**src/rtl/core/ghbdc_pkg.sv**
```systemverilog
`timescale 1ns / 1ps
`default_nettype none

package ghbdc_pkg;

  // fixed field widths
  localparam int ADDR_W = 64;
  localparam int CFG_W = 4;
  localparam int GEN_W = 2;
  localparam int REG_IDX_W = 2;

  // per-axis limit on chains and deltas, and the result bound that follows
  localparam logic [CFG_W-1:0] AXIS_LIMIT = 4'd8;
  localparam int MAX_RESULTS = 64;
  localparam int SEEN_AW = 6;
  localparam int CNT_W = 7;

  // register indexes
  localparam logic [REG_IDX_W-1:0] REG_WIDTH = 2'd0;
  localparam logic [REG_IDX_W-1:0] REG_DEPTH = 2'd1;

  // register reset values
  localparam logic [CFG_W-1:0] WIDTH_RESET = 4'd2;
  localparam logic [CFG_W-1:0] DEPTH_RESET = 4'd4;

  typedef enum logic [4:0] {
    ST_IDLE,
    ST_SRCH_RD,
    ST_SRCH_CMP,
    ST_LIVE_RD,
    ST_LIVE_CMP,
    ST_CHAIN,
    ST_DEPTH,
    ST_ADD,
    ST_SEEN_RD,
    ST_SEEN_CMP,
    ST_STORE,
    ST_NEXT,
    ST_LINK,
    ST_LINK_CMP,
    ST_PUSH,
    ST_PREV,
    ST_PREV_KEY,
    ST_ADVANCE,
    ST_FLUSH
  } state_t;

  typedef struct packed {
    logic in_ready;
    logic take_first;
    logic take_step;
    logic scan_inc;
    logic hit_latch;
    logic walk_start;
    logic chain_start;
    logic delta_rd_prev;
    logic add;
    logic k_inc;
    logic store;
    logic depth_next;
    logic w_inc;
    logic cur_follow;
    logic push;
    logic key_from_delta;
    logic update;
    logic link_set;
    logic insert;
    logic advance;
    logic flush;
  } cmd_t;

  typedef struct packed {
    logic prev_valid;
    logic scan_valid;
    logic scan_last;
    logic key_match;
    logic live;
    logic w_more;
    logic d_more;
    logic k_more;
    logic seen_match;
    logic can_store;
    logic link_valid;
    logic link_ok;
    logic prev_dvalid;
    logic pend_valid;
    logic out_free;
  } status_t;

endpackage

`default_nettype wire

```
**src/rtl/core/ghbdc_ctrl.sv**
```systemverilog
`timescale 1ns / 1ps
`default_nettype none

module ghbdc_ctrl (
  input  wire logic               clk,
  input  wire logic               rst,
  input  wire logic               in_valid,
  input  wire ghbdc_pkg::status_t status,
  output ghbdc_pkg::cmd_t         cmd
);

  ghbdc_pkg::state_t state, state_next;
  logic upd_phase, upd_phase_next;

  // state register
  always_ff @(posedge clk) begin
    if (rst) begin
      state <= ghbdc_pkg::ST_IDLE;
      upd_phase <= 1'b0;
    end else begin
      state <= state_next;
      upd_phase <= upd_phase_next;
    end
  end

  // next state and commands
  always_comb begin
    cmd = '0;
    state_next = state;
    upd_phase_next = upd_phase;
    case (state)
      ghbdc_pkg::ST_IDLE: begin
        cmd.in_ready = 1'b1;
        if (in_valid) begin
          if (!status.prev_valid) begin
            cmd.take_first = 1'b1;
          end else begin
            cmd.take_step = 1'b1;
            upd_phase_next = 1'b0;
            state_next = ghbdc_pkg::ST_SRCH_RD;
          end
        end
      end
      ghbdc_pkg::ST_SRCH_RD: begin
        if (status.scan_valid) begin
          state_next = ghbdc_pkg::ST_SRCH_CMP;
        end else if (upd_phase) begin
          cmd.insert = 1'b1;
          state_next = ghbdc_pkg::ST_ADVANCE;
        end else begin
          state_next = ghbdc_pkg::ST_PUSH;
        end
      end
      ghbdc_pkg::ST_SRCH_CMP: begin
        if (status.key_match) begin
          cmd.hit_latch = 1'b1;
          state_next = ghbdc_pkg::ST_LIVE_RD;
        end else if (!status.scan_last) begin
          cmd.scan_inc = 1'b1;
          state_next = ghbdc_pkg::ST_SRCH_RD;
        end else if (upd_phase) begin
          cmd.insert = 1'b1;
          state_next = ghbdc_pkg::ST_ADVANCE;
        end else begin
          state_next = ghbdc_pkg::ST_PUSH;
        end
      end
      ghbdc_pkg::ST_LIVE_RD: begin
        state_next = ghbdc_pkg::ST_LIVE_CMP;
      end
      ghbdc_pkg::ST_LIVE_CMP: begin
        if (upd_phase) begin
          cmd.update = 1'b1;
          cmd.link_set = status.live;
          state_next = ghbdc_pkg::ST_ADVANCE;
        end else if (status.live) begin
          cmd.walk_start = 1'b1;
          state_next = ghbdc_pkg::ST_CHAIN;
        end else begin
          state_next = ghbdc_pkg::ST_PUSH;
        end
      end
      ghbdc_pkg::ST_CHAIN: begin
        if (status.w_more) begin
          cmd.chain_start = 1'b1;
          state_next = ghbdc_pkg::ST_DEPTH;
        end else begin
          state_next = ghbdc_pkg::ST_PUSH;
        end
      end
      ghbdc_pkg::ST_DEPTH: begin
        state_next = status.d_more ? ghbdc_pkg::ST_ADD : ghbdc_pkg::ST_LINK;
      end
      ghbdc_pkg::ST_ADD: begin
        cmd.add = 1'b1;
        state_next = ghbdc_pkg::ST_SEEN_RD;
      end
      ghbdc_pkg::ST_SEEN_RD: begin
        state_next = status.k_more ? ghbdc_pkg::ST_SEEN_CMP : ghbdc_pkg::ST_STORE;
      end
      ghbdc_pkg::ST_SEEN_CMP: begin
        if (status.seen_match) begin
          state_next = ghbdc_pkg::ST_NEXT;
        end else begin
          cmd.k_inc = 1'b1;
          state_next = ghbdc_pkg::ST_SEEN_RD;
        end
      end
      ghbdc_pkg::ST_STORE: begin
        if (status.can_store) begin
          cmd.store = 1'b1;
          state_next = ghbdc_pkg::ST_NEXT;
        end
      end
      ghbdc_pkg::ST_NEXT: begin
        cmd.depth_next = 1'b1;
        state_next = ghbdc_pkg::ST_DEPTH;
      end
      ghbdc_pkg::ST_LINK: begin
        cmd.w_inc = 1'b1;
        state_next = status.link_valid ? ghbdc_pkg::ST_LINK_CMP : ghbdc_pkg::ST_PUSH;
      end
      ghbdc_pkg::ST_LINK_CMP: begin
        if (status.link_ok) begin
          cmd.cur_follow = 1'b1;
          state_next = ghbdc_pkg::ST_CHAIN;
        end else begin
          state_next = ghbdc_pkg::ST_PUSH;
        end
      end
      ghbdc_pkg::ST_PUSH: begin
        cmd.push = 1'b1;
        state_next = ghbdc_pkg::ST_PREV;
      end
      ghbdc_pkg::ST_PREV: begin
        cmd.delta_rd_prev = 1'b1;
        state_next = status.prev_dvalid ? ghbdc_pkg::ST_PREV_KEY : ghbdc_pkg::ST_ADVANCE;
      end
      ghbdc_pkg::ST_PREV_KEY: begin
        cmd.key_from_delta = 1'b1;
        upd_phase_next = 1'b1;
        state_next = ghbdc_pkg::ST_SRCH_RD;
      end
      ghbdc_pkg::ST_ADVANCE: begin
        cmd.advance = 1'b1;
        state_next = ghbdc_pkg::ST_FLUSH;
      end
      ghbdc_pkg::ST_FLUSH: begin
        if (!status.pend_valid) begin
          state_next = ghbdc_pkg::ST_IDLE;
        end else if (status.out_free) begin
          cmd.flush = 1'b1;
          state_next = ghbdc_pkg::ST_IDLE;
        end
      end
      default: begin
        state_next = ghbdc_pkg::ST_IDLE;
      end
    endcase
  end

  // requests are taken only between runs
  a_ready_idle: assert property (@(posedge clk) disable iff (rst)
    cmd.in_ready |-> state == ghbdc_pkg::ST_IDLE)
    else $error("request taken outside idle");

  // the update search only starts from the previous-delta read
  a_upd_entry: assert property (@(posedge clk) disable iff (rst)
    $rose(upd_phase) |-> $past(state) == ghbdc_pkg::ST_PREV_KEY)
    else $error("update phase entered out of order");

  // a run never ends with a result still pending
  a_flush_done: assert property (@(posedge clk) disable iff (rst)
    cmd.flush |=> !status.pend_valid)
    else $error("pending result left after flush");

endmodule

`default_nettype wire

```
**config.mk**
```make
export PLATFORM = sky130hd
export DESIGN_NAME = ghbdc_ctrl
export DESIGN_NICKNAME = d
export VERILOG_FILES = /design/src/rtl/core/ghbdc_pkg.sv /design/src/rtl/core/ghbdc_ctrl.sv
export SDC_FILE = /design/constraint.sdc
export NUM_CORES = 1
export LEC_CHECK = 0
export BUFFER_PORTS_ARGS = -buffer_cell sky130_fd_sc_hd__buf_2
export CAP_MARGIN = 20
export CORE_MARGIN = 10
export CORE_UTILIZATION = 46
export CTS_CLUSTER_DIAMETER = 30
export CTS_CLUSTER_SIZE = 14
export DETAILED_ROUTE_END_ITERATION = 12
export GPL_ROUTABILITY_DRIVEN = 0
export PLACE_DENSITY = 0.81
export REMOVE_ABC_BUFFERS = 1
export SLEW_MARGIN = 20
export SYNTH_ARGS = -nofsm -noshare
export SYNTH_HDL_FRONTEND = slang
export SYNTH_SLANG_ARGS = --single-unit
```
**constraint.sdc**
```tcl
create_clock -name clk -period 2.2 [get_ports clk]
set_input_delay 0.11 -clock clk [delete_from_list [all_inputs] [get_ports clk]]
set_output_delay 0.11 -clock clk [all_outputs]
set_load 0.02 [all_outputs]
```
==> summary.txt <==
DRT iter0 DRCs -> 30
Syn. warnings -> 0
Die outline area -> 3900 µm²
Hold buffers post-CTS -> 0
Fill count -> 163
Postcts setup bufs -> 0
Vias per cell -> 6.02
Asr flop ratio synth -> 0%
Vias -> 1,078
CTS Root Cell -> clkbuf_4
HP Start -> rst
Most instantiated library cell after synthesis -> nor2_1
First-pass GRT wire length -> 4680 µm
Synth area leaders -> dfxtp_1, nor3_1, nor2_1, buf_2, nand2b_1
Post-CTS resize count -> 0
Core area -> 1710 µm²
TritonRoute pass-1 iters -> 4
Worst setup SP type -> register
Worst Path Arrival -> 1.91 ns
Die Height -> 62.4 µm
DRC Markers -> 0
Cell Int Power -> 0.000409 W
Max-slew violation count -> 0
Req. time, crit path -> 2.09 ns
Layout cell share with drive strength beyond 1 -> 31.8%
PD cells -> 840 nW/µm²
Critical path class -> register to output port
Post-layout util -> 59.9%
Post-DRT Antenna Nets -> 0
Status -> finished clean
Synth Register Bits -> 6
Synth top cells by count -> nor2_1, nor3_1, buf_2, inv_1
Final #Nets -> 174
Via count of the first global-routing pass -> 1,047
Worst Tran Pin Value -> 0.718 ns
Worst hold stages -> 2
Slew margin rel. -> 52.1%
Ys flop type -> dfxtp_1
Clk_skew -> 0.00785 ns
Mapped Area -> 828 µm²
Final hold vios -> 0
Worst reg-to-reg setup slack -> 0.31 ns
Static Leak -> 0.444 nW
Clk sink count -> 6
# setup viols final -> 0
Sw Pwr -> 0.000451 W
Reg2reg path depth -> 4
Post-place setup slack -> 0.338 ns
Starting Density -> 48.5%
CTS tree -> done
Post-synth cell types -> 44
Achievable Freq -> 495 MHz
RSZ-0062 raised after global routing -> no
Max_cap viols -> 0
TritonCTS Buffers -> 3
Largest net degree at the start of global routing -> 25
Final wirelength -> 2800 µm
Clk Latency, worst-skew pair -> 0.25 ns
Initial antenna violation count -> 0
Min Tclk post-route -> 2.02 ns
Worst setup EP type -> output port
Maximum vdd drop -> 0.678 mV
Synthesis-to-layout area growth -> 23.6%
Share of the synthesized area in the top cell type -> 14.5%
Fin Setup TNS -> 0 ns
Post-route clock period utilization -> 91.9%
Worst Hold Path EP -> state[1]$_SDFFE_PP0P_
Reg power frac -> 28.3%
Setup ws final -> 0.178 ns
Post-synth EDFFs -> 0
Global-route usage over all layers -> 13.8%
Worst r2r src -> state[1]$_SDFFE_PP0P_
# rows -> 15
Number of top-level pins -> 39
Post-DP HPWL -> 2170 µm
Hold WC Path Type -> primary input to register
Sequential share of the synthesized area -> 14.5%
Clock transition at the registers of the reported paths -> 0.05 ns
Max FO, Critical Path -> 17
Critical R2R Capture -> state[1]$_SDFFE_PP0P_
WL/cell -> 15.6 µm
Port Buffers -> 38
Synth Instances -> 123
Gate power share -> 59.6%
GRT overflow -> 0
Chip width -> 62.4 µm
Switching Share -> 52.4%
Yosys top cell by area -> dfxtp_1
H-tree levels -> 1
Clk buf depth -> 2
Antenna diodes -> 0
Clock Power Share -> 12.1%
Mean Syn Cell Area -> 6.73 µm²
cells in the final DEF, fill, tap and decap left out, drive strengths merged:
cell type  netlist  layout
nor3            12      12
and3             3       3
nand2            6       6
or4bb            1       1
nor3b            1       1
o211ai           2       2
o31a             2       2
o21ai            7       7
o21bai           1       1
a2111oi          1       1
or2              1       1
a41oi            2       2
a21oi            8       8
a31oi            3       3
nor2            15      15
xnor2            1       1
a22oi            1       1
mux2i            2       2
clkbuf           1       3
nor2b            1       1
buf             10      39
or4b             1       1
a311oi           1       1
inv              8       8
nand2b           7       7
o22ai            1       1
or3              1       1
a211oi           2       2
dfxtp            6       6
or3b             5       5
o32a             1       1
nor4             1       1
o32ai            1       1
and2             1       1
nand3b           5       5
nand4bb          1       1
power by group through the flow:
stage	Clock (W)	Sequential (W)	Combinational (W)
5_1_grt	0.000115	0.000250	0.000567
2_1_floorplan	0	0.000212	0.000369
4_1_cts	0.000108	0.000236	0.000510
6_report	0.000104	0.000243	0.000512
3_3_place_gp	0	0.000231	0.000498
3_5_place_dp	0	0.000238	0.000506
worst max-delay path by stage:
stage	start	end	slack [ns]	cells after the start
3_3_place_gp	state[1]$_SDFFE_PP0P_	state[1]$_SDFFE_PP0P_	0.46	4
2_1_floorplan	state[2]$_SDFFE_PP0P_	cmd[17]	0.55	2
5_1_grt	state[2]$_SDFFE_PP0P_	cmd[15]	0.1	4
3_5_place_dp	state[1]$_SDFFE_PP0P_	state[1]$_SDFFE_PP0P_	0.34	4
4_1_cts	state[2]$_SDFFE_PP0P_	cmd[15]	0.21	4
6_report	state[2]$_SDFFE_PP0P_	cmd[15]	0.18	4
metrics by stage:
stage,cells,power [W],instance area [µm²],hold WS [ns]
after floorplan,112,0.000581,772,0.173
after global placement,176,0.000728,1000,0.376
after detailed placement,176,0.000745,1000,0.381
after CTS,179,0.000854,1020,0.109
after global routing,179,0.000931,1020,0.122
final,179,0.000859,1020,0.119
worst max-delay path, cell delays in order, from the launching register on:
cell     delay [ns]
dfxtp_1        0.68
or3b_4         0.49
nor2_2         0.16
and3_1         0.17
buf_2          0.16
metal layers:
| layer | global-route usage [%] | vias to the layer above | wire length, µm |
|---|---|---|---|
| li1 | - | 512 | - |
| met1 | 17.4 | 484 | 1250 |
| met2 | 20.1 | 73 | 1200 |
| met3 | 5.91 | 9 | 298 |
| met4 | 4.75 | 0 | 53 |
| met5 | 0 | - | 0 |
cells by family (layout without fill, tap and decap cells):
family | count (synthesis) | in the layout | share of synthesized area [%]
AOI/OAI and AO/OA | 33 | 33 | 27.6
xor gates and xnor gates | 1 | 1 | 1.06
buffers and inverters | 19 | 50 | 10.4
DFF | 6 | 6 | 14.5
muxes | 2 | 2 | 2.42
and+or+nand+nor | 62 | 62 | 44.0
sequential cells by signal, summed over array words and instances (netlist names):
name,cells
upd_phase,1
state,5
area by class of cell:
class / instances / area [µm²] / area share, %
Sequential cell: 6 / 120 / 11.7
Inverter: 8 / 30.0 / 2.93
Timing Repair Buffer: 39 / 198 / 19.3
Tap cell: 25 / 31.3 / 3.06
Clock buffer: 3 / 22.5 / 2.20
Multi-Input combinational cell: 98 / 622 / 60.8
Note: power is estimated with default switching activity, not from simulation.
